File: src/hw/rtl/tcp8_pkg.sv
// Package for the eight-bit timer/counter with PWM output.
// Holds the transaction structs, command and register codes, and the prescaler mask function.
// It depends on nothing else.
package tcp8_pkg;

   // Commands carried by one request transaction
   localparam logic [1:0] CMD_TICK  = 2'd0;
   localparam logic [1:0] CMD_WRITE = 2'd1;
   localparam logic [1:0] CMD_READ  = 2'd2;

   // Register selects
   localparam logic [2:0] REG_CONTROL = 3'd0;
   localparam logic [2:0] REG_COUNT   = 3'd1;
   localparam logic [2:0] REG_COMPARE = 3'd2;
   localparam logic [2:0] REG_FLAGS   = 3'd3;
   localparam logic [2:0] REG_MASK    = 3'd4;

   // Timer modes, formed as {control bit 3, control bit 6}
   localparam logic [1:0] MODE_NORMAL = 2'd0;
   localparam logic [1:0] MODE_PHASE  = 2'd1;
   localparam logic [1:0] MODE_CTC    = 2'd2;
   localparam logic [1:0] MODE_FAST   = 2'd3;

   // Compare output actions
   localparam logic [1:0] ACT_NONE   = 2'd0;
   localparam logic [1:0] ACT_TOGGLE = 2'd1;
   localparam logic [1:0] ACT_CLEAR  = 2'd2;
   localparam logic [1:0] ACT_SET    = 2'd3;

   // Clock select codes; every other code stops the timer
   localparam logic [2:0] CS_DIV1    = 3'd1;
   localparam logic [2:0] CS_DIV8    = 3'd2;
   localparam logic [2:0] CS_DIV64   = 3'd3;
   localparam logic [2:0] CS_DIV256  = 3'd4;
   localparam logic [2:0] CS_DIV1024 = 3'd5;

   localparam int unsigned PRESCALE_W = 10;

   typedef struct packed {
      logic [1:0] command;
      logic [2:0] reg_select;
      logic [7:0] write_data;
   } req_type;

   typedef struct packed {
      logic [7:0] read_data;
      logic       wave_out;
      logic       overflow_irq;
      logic       compare_irq;
   } rsp_type;

   // Low prescaler bits that must all be ones for the count to step.
   function automatic logic [PRESCALE_W-1:0] div_mask(input logic [2:0] cs);
      logic [PRESCALE_W-1:0] m;
      case (cs)
         CS_DIV1:    m = 10'h000;
         CS_DIV8:    m = 10'h007;
         CS_DIV64:   m = 10'h03F;
         CS_DIV256:  m = 10'h0FF;
         CS_DIV1024: m = 10'h3FF;
         default:    m = 10'h000;
      endcase
      return m;
   endfunction

   // True when the clock select names a divider.
   function automatic logic clock_running(input logic [2:0] cs);
      logic r;
      case (cs)
         CS_DIV1, CS_DIV8, CS_DIV64, CS_DIV256, CS_DIV1024: r = 1'b1;
         default:                                          r = 1'b0;
      endcase
      return r;
   endfunction

endpackage

File: src/hw/rtl/timer_counter_pwm_8bit_unit.sv
// Top level of the eight-bit timer/counter with compare output and PWM.
// Input register, single-pass update logic and result register in one module.
// Depends on tcp8_pkg.
//
// Usage:
//   The request channel (req_valid, req_ready, req_data) carries one transaction per
//   system clock tick or register access: command 0 is a tick, 1 a register write and
//   2 a register read. The response channel (rsp_valid, rsp_ready, rsp_data) returns
//   exactly one transaction for each request, in order: the read byte (zero unless a
//   read), the compare pin level and the two interrupt lines after that request.
//   A request is captured in an input register; once the output register is free or
//   being emptied, it updates the timer state and its response is loaded into the
//   output register. One request per cycle is sustained while the receiver takes each
//   response; the figure is set by the single update stage between the input
//   register and the output register.
//   When the receiver stalls, the output register holds its transaction, the input
//   register holds one more, and req_ready falls until the output is taken.
//   Synchronous reset clears all timer registers (timer stopped, count and compare
//   zero, flags and enables clear, pin low) and empties both registers.
module timer_counter_pwm_8bit_unit (
   input  logic              clock,
   input  logic              reset,
   input  logic              req_valid,
   output logic              req_ready,
   input  tcp8_pkg::req_type req_data,
   output logic              rsp_valid,
   input  logic              rsp_ready,
   output tcp8_pkg::rsp_type rsp_data
);
   import tcp8_pkg::*;

   // Pipeline registers
   logic     in_valid_ff;
   req_type  in_ff;
   logic     rsp_valid_ff;
   rsp_type  rsp_ff;
   rsp_type  rsp_in;

   // Timer state
   logic [6:0]            control_ff, control_in;
   logic [7:0]            count_ff, count_in;
   logic [7:0]            compare_ff, compare_in;
   logic [PRESCALE_W-1:0] prescale_ff, prescale_in;
   logic                  ovf_flag_ff, ovf_flag_in;
   logic                  cmp_flag_ff, cmp_flag_in;
   logic [1:0]            irq_en_ff, irq_en_in;
   logic                  down_ff, down_in;
   logic                  pin_ff, pin_in;

   // Decoded fields and intermediate terms
   logic                  advance;
   logic                  is_tick;
   logic                  step_en;
   logic [1:0]            mode;
   logic [1:0]            action;
   logic [1:0]            new_action;
   logic [2:0]            clk_sel;
   logic                  match;
   logic                  pc_down;
   logic                  up_level;
   logic [PRESCALE_W-1:0] pmask;
   logic [7:0]            read_byte;

   // Handshake: the stage moves when the output register is free or being emptied
   assign advance   = in_valid_ff && (!rsp_valid_ff || rsp_ready);
   assign req_ready = !in_valid_ff || advance;
   assign rsp_valid = rsp_valid_ff;
   assign rsp_data  = rsp_ff;

   // Control decode
   assign mode       = {control_ff[3], control_ff[6]};
   assign action     = control_ff[5:4];
   assign new_action = in_ff.write_data[5:4];
   assign clk_sel    = control_ff[2:0];
   assign pmask      = div_mask(clk_sel);
   assign is_tick    = in_ff.command == CMD_TICK;
   assign step_en    = is_tick && clock_running(clk_sel) && ((prescale_ff & pmask) == pmask);
   assign match      = count_ff == compare_ff;
   assign up_level   = action == ACT_SET;

   // Phase-correct direction for this step
   always_comb begin
      if (count_ff == 8'hFF) begin
         pc_down = 1'b1;
      end else if (count_ff == 8'h00) begin
         pc_down = 1'b0;
      end else begin
         pc_down = down_ff;
      end
   end

   // Next timer state for the transaction in the input register
   always_comb begin
      control_in  = control_ff;
      count_in    = count_ff;
      compare_in  = compare_ff;
      prescale_in = prescale_ff;
      ovf_flag_in = ovf_flag_ff;
      cmp_flag_in = cmp_flag_ff;
      irq_en_in   = irq_en_ff;
      down_in     = down_ff;
      pin_in      = pin_ff;
      read_byte   = 8'h00;

      case (in_ff.command)
         CMD_TICK: begin
            if (clock_running(clk_sel)) begin
               prescale_in = prescale_ff + PRESCALE_W'(1);
            end
            if (step_en) begin
               if (match) begin
                  cmp_flag_in = 1'b1;
               end
               if (mode == MODE_PHASE) begin
                  down_in = pc_down;
                  if (match && action[1]) begin
                     pin_in = pc_down ? !up_level : up_level;
                  end
                  count_in = pc_down ? count_ff - 8'd1 : count_ff + 8'd1;
                  if (pc_down && count_ff == 8'h01) begin
                     ovf_flag_in = 1'b1;
                  end
               end else begin
                  down_in = 1'b0;
                  if (mode == MODE_CTC && match) begin
                     count_in = 8'h00;
                  end else begin
                     count_in = count_ff + 8'd1;
                     if (count_ff == 8'hFF) begin
                        ovf_flag_in = 1'b1;
                     end
                  end
                  if (mode == MODE_FAST) begin
                     // The wrap to zero acts after the match
                     if (action[1]) begin
                        if (match) begin
                           pin_in = up_level;
                        end
                        if (count_ff == 8'hFF) begin
                           pin_in = !up_level;
                        end
                     end
                  end else if (match) begin
                     case (action)
                        ACT_TOGGLE: pin_in = !pin_ff;
                        ACT_CLEAR:  pin_in = 1'b0;
                        ACT_SET:    pin_in = 1'b1;
                        default:    pin_in = pin_ff;
                     endcase
                  end
               end
            end
         end
         CMD_WRITE: begin
            case (in_ff.reg_select)
               REG_CONTROL: begin
                  control_in = in_ff.write_data[6:0];
                  // Force compare acts only in the non-PWM modes
                  if (in_ff.write_data[7] && !in_ff.write_data[6]) begin
                     case (new_action)
                        ACT_TOGGLE: pin_in = !pin_ff;
                        ACT_CLEAR:  pin_in = 1'b0;
                        ACT_SET:    pin_in = 1'b1;
                        default:    pin_in = pin_ff;
                     endcase
                  end
               end
               REG_COUNT:   count_in   = in_ff.write_data;
               REG_COMPARE: compare_in = in_ff.write_data;
               REG_FLAGS: begin
                  if (in_ff.write_data[0]) begin
                     ovf_flag_in = 1'b0;
                  end
                  if (in_ff.write_data[1]) begin
                     cmp_flag_in = 1'b0;
                  end
               end
               REG_MASK:    irq_en_in  = in_ff.write_data[1:0];
               default:     ;
            endcase
         end
         CMD_READ: begin
            case (in_ff.reg_select)
               REG_CONTROL: read_byte = {1'b0, control_ff};
               REG_COUNT:   read_byte = count_ff;
               REG_COMPARE: read_byte = compare_ff;
               REG_FLAGS:   read_byte = {6'b0, cmp_flag_ff, ovf_flag_ff};
               REG_MASK:    read_byte = {6'b0, irq_en_ff};
               default:     read_byte = 8'h00;
            endcase
         end
         default: ;
      endcase
   end

   // Response built from the updated state
   always_comb begin
      rsp_in.read_data    = read_byte;
      rsp_in.wave_out     = pin_in;
      rsp_in.overflow_irq = ovf_flag_in & irq_en_in[0];
      rsp_in.compare_irq  = cmp_flag_in & irq_en_in[1];
   end

   // Pipeline control registers
   always_ff @(posedge clock) begin
      if (reset) begin
         in_valid_ff  <= 1'b0;
         rsp_valid_ff <= 1'b0;
      end else begin
         if (req_ready) begin
            in_valid_ff <= req_valid;
         end
         if (advance) begin
            rsp_valid_ff <= 1'b1;
         end else if (rsp_ready) begin
            rsp_valid_ff <= 1'b0;
         end
      end
   end

   // Pipeline payload registers
   always_ff @(posedge clock) begin
      if (req_ready && req_valid) begin
         in_ff <= req_data;
      end
      if (advance) begin
         rsp_ff <= rsp_in;
      end
   end

   // Timer state registers, updated once per processed transaction
   always_ff @(posedge clock) begin
      if (reset) begin
         control_ff  <= '0;
         count_ff    <= '0;
         compare_ff  <= '0;
         prescale_ff <= '0;
         ovf_flag_ff <= 1'b0;
         cmp_flag_ff <= 1'b0;
         irq_en_ff   <= '0;
         down_ff     <= 1'b0;
         pin_ff      <= 1'b0;
      end else if (advance) begin
         control_ff  <= control_in;
         count_ff    <= count_in;
         compare_ff  <= compare_in;
         prescale_ff <= prescale_in;
         ovf_flag_ff <= ovf_flag_in;
         cmp_flag_ff <= cmp_flag_in;
         irq_en_ff   <= irq_en_in;
         down_ff     <= down_in;
         pin_ff      <= pin_in;
      end
   end

   // A pending response always reflects the current interrupt state and pin.
   a_rsp_matches_state: assert property (@(posedge clock) disable iff (reset)
      rsp_valid_ff |-> (rsp_ff.wave_out == pin_ff)
                    && (rsp_ff.overflow_irq == (ovf_flag_ff & irq_en_ff[0]))
                    && (rsp_ff.compare_irq == (cmp_flag_ff & irq_en_ff[1])))
      else $error("response disagrees with timer state");

   // A step outside phase-correct mode leaves the count direction up.
   a_down_only_phase: assert property (@(posedge clock) disable iff (reset)
      (advance && step_en && mode != MODE_PHASE) |=> !down_ff)
      else $error("count direction set outside phase-correct mode");

   // A stopped clock select freezes the prescaler.
   a_prescale_stopped: assert property (@(posedge clock) disable iff (reset)
      (advance && is_tick && !clock_running(clk_sel)) |=> $stable(prescale_ff))
      else $error("prescaler moved while the clock is stopped");

   // A held request is neither dropped nor processed twice.
   a_input_held: assert property (@(posedge clock) disable iff (reset)
      (in_valid_ff && !advance) |=> in_valid_ff && $stable(in_ff))
      else $error("input register lost a stalled transaction");

endmodule
File: config.mk
export PLATFORM = sky130hd
export DESIGN_NAME = timer_counter_pwm_8bit_unit
export DESIGN_NICKNAME = d
export VERILOG_FILES = /design/src/hw/rtl/tcp8_pkg.sv /design/src/hw/rtl/timer_counter_pwm_8bit_unit.sv
export SDC_FILE = /design/constraint.sdc
export NUM_CORES = 1
export LEC_CHECK = 0
export ABC_AREA = 1
export BUFFER_PORTS_ARGS = -buffer_cell sky130_fd_sc_hd__buf_2
export CAP_MARGIN = 0
export CELL_PAD_IN_SITES_DETAIL_PLACEMENT = 2
export CELL_PAD_IN_SITES_GLOBAL_PLACEMENT = 2
export CORE_ASPECT_RATIO = 2
export CORE_MARGIN = 2
export CORE_UTILIZATION = 35
export CTS_CLUSTER_DIAMETER = 50
export DETAILED_ROUTE_END_ITERATION = 7
export PLACE_DENSITY = 0.76
export SLEW_MARGIN = 15
export SYNTH_ARGS = -nofsm -noshare
export SYNTH_HDL_FRONTEND = slang
export SYNTH_SLANG_ARGS = --single-unit
File: constraint.sdc
create_clock -name clock -period 2 [get_ports clock]
set_input_delay 0.1 -clock clock [delete_from_list [all_inputs] [get_ports clock]]
set_output_delay 0.1 -clock clock [all_outputs]
set_load 0.1 [all_outputs]
==> results of run 1 <==
==> critical path, stage by stage, from the launching register on <==
cell and delay, ps:
dfxtp_1 430, buf_4 180, nand3_2 100, nor2_4 120
nand3_2 110, nand2_2 110, nand2_4 90, or2_0 250
o21ai_1 150, o21ai_0 130, a21o_1 190, a21oi_2 120
==> per-layer routing <==
layer / track usage (%) / wire [µm] / vias to the layer above
met3: 3.93 / 359 / 46
met5: 0 / 0 / -
met1: 23.2 / 4580 / 1779
li1: - / - / 1652
met4: 16.8 / 888 / 0
met2: 56.3 / 8630 / 80
==> layout make-up <==
cell class	instances	area [µm²]	share of cell area (%)
Sequential cell	65	1560	33.4
Timing Repair Buffer	90	643	13.7
Inverter	68	264	5.64
Tap cell	132	165	3.53
Clock buffer	9	225	4.81
Multi-Input combinational cell	296	1730	36.9
Clock inverter	7	93.8	2.01
==> report_power, final <==
part           total (mW)  internal, mW  switching [mW]
Combinational       0.480         0.160           0.320
Clock                1.70          1.09           0.611
Sequential           1.46          1.42          0.0461
Total                3.64          2.67           0.977
==> kinds of logic after synthesis <==
kind of cell	share of synthesized area, %
buf+inv	9.55
simple gates	20.2
xor+xnor	2.82
flops	45.1
compound gates	20.5
fa+ha+maj	1.83
==> per-stage QoR <==
stage               cells  setup TNS, ps  hold WS [ps]  utilization [%]  power (mW)
CTS                   663              0          74.6             46.7        3.64
finish                667          -49.7          77.7             48.6        3.64
global placement      632          -26.0           277             41.4        1.89
floorplan             439              0           199                -        1.73
detailed placement    632           -471           278             41.4        1.91
global route          667           -907           110             48.6        3.76
==> state kept, by name, indices dropped and copies added (netlist names) <==
signal,count
cmp_flag_ff,1
compare_ff,8
control_ff,7
ovf_flag_ff,1
in_valid_ff,1
rsp_valid,1
in_ff,13
count_ff,8
irq_en_ff,2
prescale_ff,10
down_ff,1
pin_ff,1
rsp_data,11
==> cell usage in the layout (no fill, tap or decap), drive strengths merged <==
cell type	netlist	routed
inv	66	68
nand2	82	82
o21a	1	1
o221ai	3	3
nand3	22	22
a211oi	5	5
nand4	4	4
a21boi	2	2
clkbuf	7	9
a31oi	1	1
a21o	1	1
o21ai	53	53
a22oi	1	1
nor3	9	9
xnor2	5	5
bufinv	0	2
edfxtp	24	24
clkinvlp	0	1
nor2	36	36
or2	1	1
o211ai	3	3
nor3b	1	1
dfxtp	41	41
a21oi	47	47
ha	5	5
dlygate4sd3	0	13
o22ai	7	7
xor2	6	6
and3	1	1
buf	3	77
clkinv	2	4
==> worst paths after layout <==
check,to,slack [ps],startpoint,depth (start not counted)
setup / recovery,count_ff[2]$_SDFFE_PP0P_,-50,count_ff[2]$_SDFFE_PP0P_,11
hold / removal,in_valid_ff$_SDFFE_PP0N_,80,req_valid,3
setup reg to reg,count_ff[2]$_SDFFE_PP0P_,-50,count_ff[2]$_SDFFE_PP0P_,11
hold reg to reg,prescale_ff[1]$_SDFFE_PP0P_,470,prescale_ff[1]$_SDFFE_PP0P_,2
==> repair_timing <==
action                     4_1_cts  5_1_grt
resized for setup               16       50
cloned                           0        0
hold endpoints to repair        13        0
pin swaps                        2        7
setup buffers                    2        4
hold buffers                    13        0
setup endpoints to repair       13       20
==> flow_summary.yaml, run 1 <==
placed_design:
  hpwl_mm: 10.3
  placed_area_um2: 3990
  gp_congestion: 0.930
  port_buffers: 29
  post-place-ws_ps: -112
run_status:
  outcome: "finished with violations"
  violations: "setup timing"
timing:
  timing.fmax_ghz: 0.488
  fin_crit_ps: 2050
  worst_pin_slew_ps: 640
  slew_violations: 0
  setup_ws_ps: -49.7
  setup_viol: 1
  skew_ps: 5.12
  finalCritPeriodShare_pct: 102
  slew-limit-headroom_pct: 57.3
  hold_viol: 0
drt:
  drt_wl_total_mm: 14.5
  via_per_inst: 5.33
  via_count: 3557
  drc: 0
  drt_iter0_drc: 159
  drt_pre_antenna_iters: 4
  wl_per_cell_um: 21.7
  ant_nets: 0
global_route:
  grt_overflow: 0
  grt_max_degree: 34
  antenna_found_initial: 0
  grt_pass1_vias: 3998
  grt_pass1_wl_mm: 21.1
  track_usage_pct: 27.7
critical_path:
  path_class: "register to register"
  start_kind: "register"
  endpoint_kind: "register"
  arrival_ps: 2320
  worstPathMaxFanout: 7
  worstPathRequired_ps: 2270
floorplanning:
  initial_core_util_pct: 35.5
  core_area_um2: 9640
  fp-row-count: 51
  ios: 30
  dieArea_um2: 10600
  die_w_um: 73.9
  die_height_um: 144
cts:
  htreeDepth: 3
  clk_latency_ps: 330
  clkTransAtPathRegs_ps: 60
  cts_buffer_depth: 2
  cts_tree: "built"
  cts_root_buf: "clkbuf_16"
  cts_made_buffers: 9
  cts.sinks: 65
logic_synthesis:
  synth_top_cell_by_area: "dfxtp_1"
  synth_nets: 461
  synth_seq_cells: 65
  synth_warnings: 0
  synth_seq_area_share_pct: 45.1
  syn_area_um2: 3420
  syn_inst: 439
  synthFlopType: "dfxtp_1"
  synth_top_area_share_pct: 24.0
  synth_edf_count: 24
  synthTopCellsByCount: "nand2_1 (80), inv_1 (65), o21ai_0 (47)"
  synth_cell_type_count: 41
  synth.avg_cell_area_um2: 7.79
  synth_area_leaders: "dfxtp_1 (24%), edfxtp_1 (21%), nand2_1 (8.8%)"
  synth.most_common_cell: "nand2_1"
  async_flop_share_pct: 0
finish:
  final_cell_area_um2: 4680
  area_growth_pct: 36.8
  finalNetCount: 552
  final_layout_size_suffix_gt1_share_pct: 28.8
  n_fill_cell: 1072
  diodes: 0
pwr:
  power_leakage_nw: 1.97
  vdd_ir_drop_max_uv: 408
  power_density_nw_per_um2: 779
worst_hold_path:
  hp-class: "input pin to register"
run:
  drv_cap: 0
Power figures use the tool's default switching activity.
==> inputs of run 2 (changes only) <==
--- a/config.mk
+++ b/config.mk
@@ -11,7 +11,7 @@
 export CELL_PAD_IN_SITES_DETAIL_PLACEMENT = 2
 export CELL_PAD_IN_SITES_GLOBAL_PLACEMENT = 2
 export CORE_ASPECT_RATIO = 2
-export CORE_MARGIN = 2
+export CORE_MARGIN = 5
 export CORE_UTILIZATION = 35
 export CTS_CLUSTER_DIAMETER = 50
 export DETAILED_ROUTE_END_ITERATION = 7
==> run 2 against run 1 <==
The flow now finishes without violations. Sequential share of layout area increased by 0.11 points. Global-route usage is 2.5 points lower. Power grew 1.9%. Combinational power barely moved. Critical path depth unchanged. Via count is essentially flat. Wire length rose by 4.5%. Highest routed layer unchanged.
==> flow_summary.yaml, run 2 (same netlist as run 1, synthesis figures left out) <==
finish:
  finalNetCount: 551
  largest_register_ffs: 13
  regMostFlops: "in_ff"
  layout_common_cells: "nand2_1 (76), inv_1 (59), buf_4 (47)"
  final_util_pct: 48.6
  diodes: 0
  final_layout_size_suffix_gt1_share_pct: 28.3
  layout_commonest_cell: "nand2_1"
  area_growth_pct: 36.8
cts:
  htreeDepth: 3
  cts_tree: "built"
  cts_made_buffers: 9
  cts.sinks: 65
  clkTransAtPathRegs_ps: 60
  cts_buffer_depth: 2
  clk_latency_ps: 350
  cts_root_buf: "clkbuf_16"
critical_path:
  endpoint_kind: "register"
  worstPathRequired_ps: 2280
  crit_chain: "ha_4 -> nand3_4 -> nor2_4 -> nand3_4 -> nand2_4 -> nand2_8 -> or2_1 -> o21ai_2 -> o21ai_2 -> a21o_1 -> a21oi_2"
  reg2reg_depth: 11
  start_kind: "register"
  worstPathMaxFanout: 9
  rrSetupSlack_ps: 30
  arrival_ps: 2250
  r2r_end: "count_ff[2]$_SDFFE_PP0P_"
  crit_slowest_cell: "dfxtp_4"
  cp_slowest_stage_delay_ps: 410
  reg2reg_from: "count_ff[1]$_SDFFE_PP0P_"
  path_class: "register to register"
  cp-startpoint: "count_ff[1]$_SDFFE_PP0P_"
drt:
  wl_per_cell_um: 22.7
  via_count: 3558
  drt_iter0_drc: 201
  ant_nets: 0
  via_per_inst: 5.34
  drt_wl_total_mm: 15.1
  drt_pre_antenna_iters: 4
  drc: 0
global_route:
  grt_max_degree: 34
  antenna_found_initial: 0
  grt_overflow: 0
  track_usage_pct: 25.2
  grt_pass1_wl_mm: 21.9
  grt_pass1_vias: 4081
placed_design:
  post-place-ws_ps: -10.4
  hpwl_mm: 10.3
  port_buffers: 29
  gp_congestion: 0.969
timing:
  fin_crit_ps: 1970
  finalCritPeriodShare_pct: 98.5
  hold_viol: 0
  setup_ws_ps: 30.7
  slew_violations: 0
  setup_viol: 0
  slew-limit-headroom_pct: 57.2
  rsz0062_at_grt: "yes"
  worst_pin_slew_ps: 641
  timing.fmax_ghz: 0.508
  skew_ps: 9.31
run:
  drv_cap: 0
floorplanning:
  fp-row-count: 51
  ios: 30
  die_height_um: 150
  dieArea_um2: 12000
  core_area_um2: 9640
  die_w_um: 79.9
  initial_core_util_pct: 35.5
pwr:
  pwr-share-seq_pct: 39.4
  comb_power_share_pct: 12.9
  p_int_mw: 2.70
  power.share.clock_pct: 47.7
  power_density_nw_per_um2: 794
  netSwitchingFraction_pct: 27.3
  p_switching_mw: 1.01
  power_leakage_nw: 1.93
  vdd_ir_drop_max_uv: 558
worst_hold_path:
  holdPathEnd: "in_valid_ff$_SDFFE_PP0N_"
  min_path_cells: 3
  holdCritStartpoint: "req_valid"
  hp-class: "input pin to register"
run_status:
  outcome: "finished clean"
[run 2: worst max-delay path, delay by kind of cell (launching register included)]
family,cells,cell delay [ps]
compound gates,4,480
fa+ha+maj,1,170
flops,1,410
simple gates,6,830
[run 2: power groups by stage]
stage	combinational (mW)	clock [mW]	sequential [mW]
3_5_place_dp	0.420	0	1.49
3_3_place_gp	0.407	0	1.48
6_report	0.480	1.77	1.46
2_1_floorplan	0.179	0	1.55
5_1_grt	0.510	1.85	1.47
4_1_cts	0.450	1.79	1.46
[run 2: routing by layer]
layer  part of all wire (%)  routed length [µm]  vias to the layer above  track usage (%)
met5                      0                   0                        -                0
met4                    8.1                1220                        0             19.9
met3                    2.2                 333                       54             3.86
met2                     56                8530                       83             48.5
met1                     33                5030                     1771             21.9
li1                       -                   -                     1650                -
[run 2: repair_timing]
action,4_1_cts,5_1_grt
hold endpoints to repair,13,0
pin swaps,1,13
setup buffers,2,6
setup endpoints to repair,8,16
gates resized for setup,12,54
hold buffers,13,0
[run 2: layout make-up]
class                      instances  area, µm²
multi-input combinational        296       1720
timing repair buffer              89        628
inverter                          68        267
tap                              132        165
clock inverter                     6       90.1
sequential                        65       1570
clock buffer                      10        239
fill                            1051       4960
[run 2: worst max path at each step]
stage               cells past startpoint  slack [ps]                     endpoint
floorplan                              10          50  prescale_ff[9]$_SDFFE_PP0P_
global placement                       10          30     count_ff[2]$_SDFFE_PP0P_
detailed placement                     10         -10     count_ff[2]$_SDFFE_PP0P_
CTS                                    11         0.2     count_ff[2]$_SDFFE_PP0P_
global route                           17         -90        rsp_data[2]$_DFFE_PP_
finish                                 11          30     count_ff[2]$_SDFFE_PP0P_
[run 2: stage by stage]
stage	instance area, µm²	cells	TNS (ps)	hold slack [ps]	power, mW
floorplan	3430	439	0	199	1.73
global placement	3970	629	0	276	1.89
detailed placement	3970	629	-10.4	278	1.91
CTS	4470	660	0	46.1	3.70
global route	4680	666	-354	81.4	3.83
finish	4680	666	0	47.9	3.71
==> inputs of run 3 (changes only) <==
--- a/config.mk
+++ b/config.mk
@@ -5,14 +5,13 @@
 export SDC_FILE = /design/constraint.sdc
 export NUM_CORES = 1
 export LEC_CHECK = 0
-export ABC_AREA = 1
 export BUFFER_PORTS_ARGS = -buffer_cell sky130_fd_sc_hd__buf_2
 export CAP_MARGIN = 0
 export CELL_PAD_IN_SITES_DETAIL_PLACEMENT = 2
 export CELL_PAD_IN_SITES_GLOBAL_PLACEMENT = 2
 export CORE_ASPECT_RATIO = 2
 export CORE_MARGIN = 5
-export CORE_UTILIZATION = 35
+export CORE_UTILIZATION = 38
 export CTS_CLUSTER_DIAMETER = 50
 export DETAILED_ROUTE_END_ITERATION = 7
 export PLACE_DENSITY = 0.76
==> run 3 against run 2 <==
Via count rose by 7.0%. Final area rose by 13%. Combinational power fell by 26%. The flow now finishes with violations (setup timing). Sequential power barely moved. Global-route usage rose by 6.7 points. Core utilization rose by 10 points. Worst setup slack got worse by 270 ps. Non-clock buffer count rose by 37. Register-to-register slack got worse by 270 ps. Sequential cell count did not move. Area after synthesis rose by 2.1%.
==> flow_summary.yaml, run 3 <==
global_route:
  grt_pass1_vias: 4315
  grt_pass1_wl_mm: 26.7
  track_usage_pct: 31.9
  grt_max_degree: 29
  grt_overflow: 0
  antenna_found_initial: 0
timing:
  hold_viol: 0
  setup_viol: 15
  finalCritPeriodShare_pct: 112
  rsz0062_at_grt: "yes"
  slew_violations: 0
  timing.fmax_ghz: 0.446
  slew-limit-headroom_pct: 51.1
  skew_ps: 13.3
  worst_pin_slew_ps: 733
  fin_crit_ps: 2240
  setup_ws_ps: -242
cts:
  htreeDepth: 3
  clk_latency_ps: 350
  cts_buffer_depth: 2
  cts_made_buffers: 9
  cts_tree: "built"
  cts_root_buf: "clkbuf_16"
  cts.sinks: 65
  clkTransAtPathRegs_ps: 70
critical_path:
  reg2reg_depth: 7
  worstPathRequired_ps: 2250
  worstPathMaxFanout: 4
  r2r_end: "pin_ff$_SDFFE_PP0P_"
  path_class: "register to register"
  reg2reg_from: "count_ff[2]$_SDFFE_PP0P_"
  arrival_ps: 2490
  cp-startpoint: "count_ff[2]$_SDFFE_PP0P_"
  rrSetupSlack_ps: -240
  endpoint_kind: "register"
  start_kind: "register"
logic_synthesis:
  synth_nets: 380
  synth.avg_cell_area_um2: 9.75
  synthTopCellsByCount: "nor2_1 (50), dfxtp_1 (41), mux2i_1 (33)"
  synthFlopType: "dfxtp_1"
  synth_edf_count: 24
  synth_cell_type_count: 65
  synth_seq_area_share_pct: 44.1
  synth_top_area_share_pct: 23.5
  syn_inst: 358
  synth_top_cell_by_area: "dfxtp_1"
  synth_seq_cells: 65
  synth_area_leaders: "dfxtp_1 (24%), edfxtp_1 (21%), mux2i_1 (9.5%)"
  synth.most_common_cell: "nor2_1"
  async_flop_share_pct: 0
  synth_warnings: 0
  syn_area_um2: 3490
finish:
  area_growth_pct: 51.4
  largest_register_ffs: 13
  layout_common_cells: "buf_4 (71), nor2_1 (46), mux2i_1 (30), buf_2 (30), dfxtp_1 (29)"
  finalNetCount: 500
  final_util_pct: 58.7
  final_layout_size_suffix_gt1_share_pct: 43.9
  regMostFlops: "in_ff"
  diodes: 0
  layout_commonest_cell: "buf_4"
placed_design:
  port_buffers: 29
  hpwl_mm: 10.7
  gp_congestion: 0.924
drt:
  via_per_inst: 6.51
  via_count: 3808
  drt_wl_total_mm: 20.2
  ant_nets: 0
  wl_per_cell_um: 34.6
  drt_iter0_drc: 333
  drt_pre_antenna_iters: 6
  drc: 0
pwr:
  vdd_ir_drop_max_uv: 645
  pwr-share-seq_pct: 39.4
  comb_power_share_pct: 9.8
  power_leakage_nw: 2.12
  power.share.clock_pct: 50.8
  p_total_mw: 3.65
  netSwitchingFraction_pct: 26.7
  power_density_nw_per_um2: 691
  p_int_mw: 2.68
  p_switching_uw: 974
worst_hold_path:
  holdPathEnd: "in_valid_ff$_SDFFE_PP0N_"
  holdCritStartpoint: "req_valid"
  hp-class: "input pin to register"
  min_path_cells: 3
run_status:
  violations: "setup timing"
  outcome: "finished with violations"
floorplanning:
  fp-row-count: 49
  dieArea_um2: 11300
  die_w_um: 77.8
  core_area_um2: 9010
  initial_core_util_pct: 38.7
  die_height_um: 146
  ios: 30
run:
  drv_cap: 0
-- run 3: cell count changes in the layout (fill, tap and decap cells not counted), sizes merged, moves of 9 or more --
cell / delta
nand2: -62
buf: +37
o21ai: -48
mux2i: +33
nand3: -9
inv: -49
nor2: +14
a21oi: -26
and3: +11
-- run 3: through the flow --
stage,hold WS [ps],worst slack [ps],TNS [ps],instance area (µm²),cells
floorplan,199,12.2,0,3510,358
global placement,278,-308,-967,4240,541
detailed placement,279,-343,-1550,4240,541
CTS,5.53,-82.6,-275,4990,576
global route,69.5,-286,-2230,5290,585
finish,12.1,-242,-1280,5290,585
-- run 3: layout make-up --
| cell class | count | area, µm² |
|---|---|---|
| Fill cell | 835 | 3720 |
| Multi-Input combinational cell | 259 | 2230 |
| Sequential cell | 65 | 1570 |
| Timing Repair Buffer | 126 | 966 |
| Clock buffer | 12 | 256 |
| Tap cell | 102 | 128 |
| Clock inverter | 4 | 73.8 |
| Inverter | 17 | 65.1 |
-- run 3: logic make-up (layout without fill, tap and decap cells) --
family / Yosys count / count (layout) / synth area share (%)
simple gates: 134 / 134 / 20.1
compound gates: 68 / 68 / 14.7
flops: 65 / 65 / 44.1
mux: 36 / 36 / 10.9
buf+inv: 34 / 159 / 4.41
xor+xnor: 16 / 16 / 4.01
fa+ha+maj: 5 / 5 / 1.79
-- run 3: power groups by stage --
stage	combinational, mW	clock, mW	sequential, mW
after global placement	0.265	0	1.46
after global routing	0.366	1.91	1.44
after CTS	0.312	1.78	1.43
after floorplan	0.102	0	1.52
after detailed placement	0.275	0	1.46
final	0.356	1.86	1.44
-- run 3: routing by layer --
metal,track usage (%),vias to the layer above,share of wire (%)
met4,25.1,0,7.9
met5,0,-,0
met3,5.64,101,3.9
met2,58.0,213,56
met1,30.0,1932,32
li1,-,1562,-
-- run 3: what timing repair did --
action | CTS | global route
pin swaps | 10 | 22
gates cloned | 0 | 1
hold buffers | 13 | 0
endpoints found under the hold margin | 13 | 0
buffers inserted | 7 | 8
resized for setup | 51 | 47
setup endpoints to repair | 15 | 23
-- run 3: worst max path at each step --
stage	end	cells past startpoint
after floorplan	count_ff[4]$_SDFFE_PP0P_	8
after global placement	pin_ff$_SDFFE_PP0P_	7
after detailed placement	pin_ff$_SDFFE_PP0P_	7
after global routing	pin_ff$_SDFFE_PP0P_	7
after CTS	pin_ff$_SDFFE_PP0P_	7
final	pin_ff$_SDFFE_PP0P_	7
-- run 3: worst max-delay path, stage by stage, from the launching register on --
cell and delay (ps):
dfxtp_4 370, nor4_4 370, a41oi_2 210, buf_4 190, o21ai_0 310, nor4b_4 360
o31ai_4 130, o21a_1 190
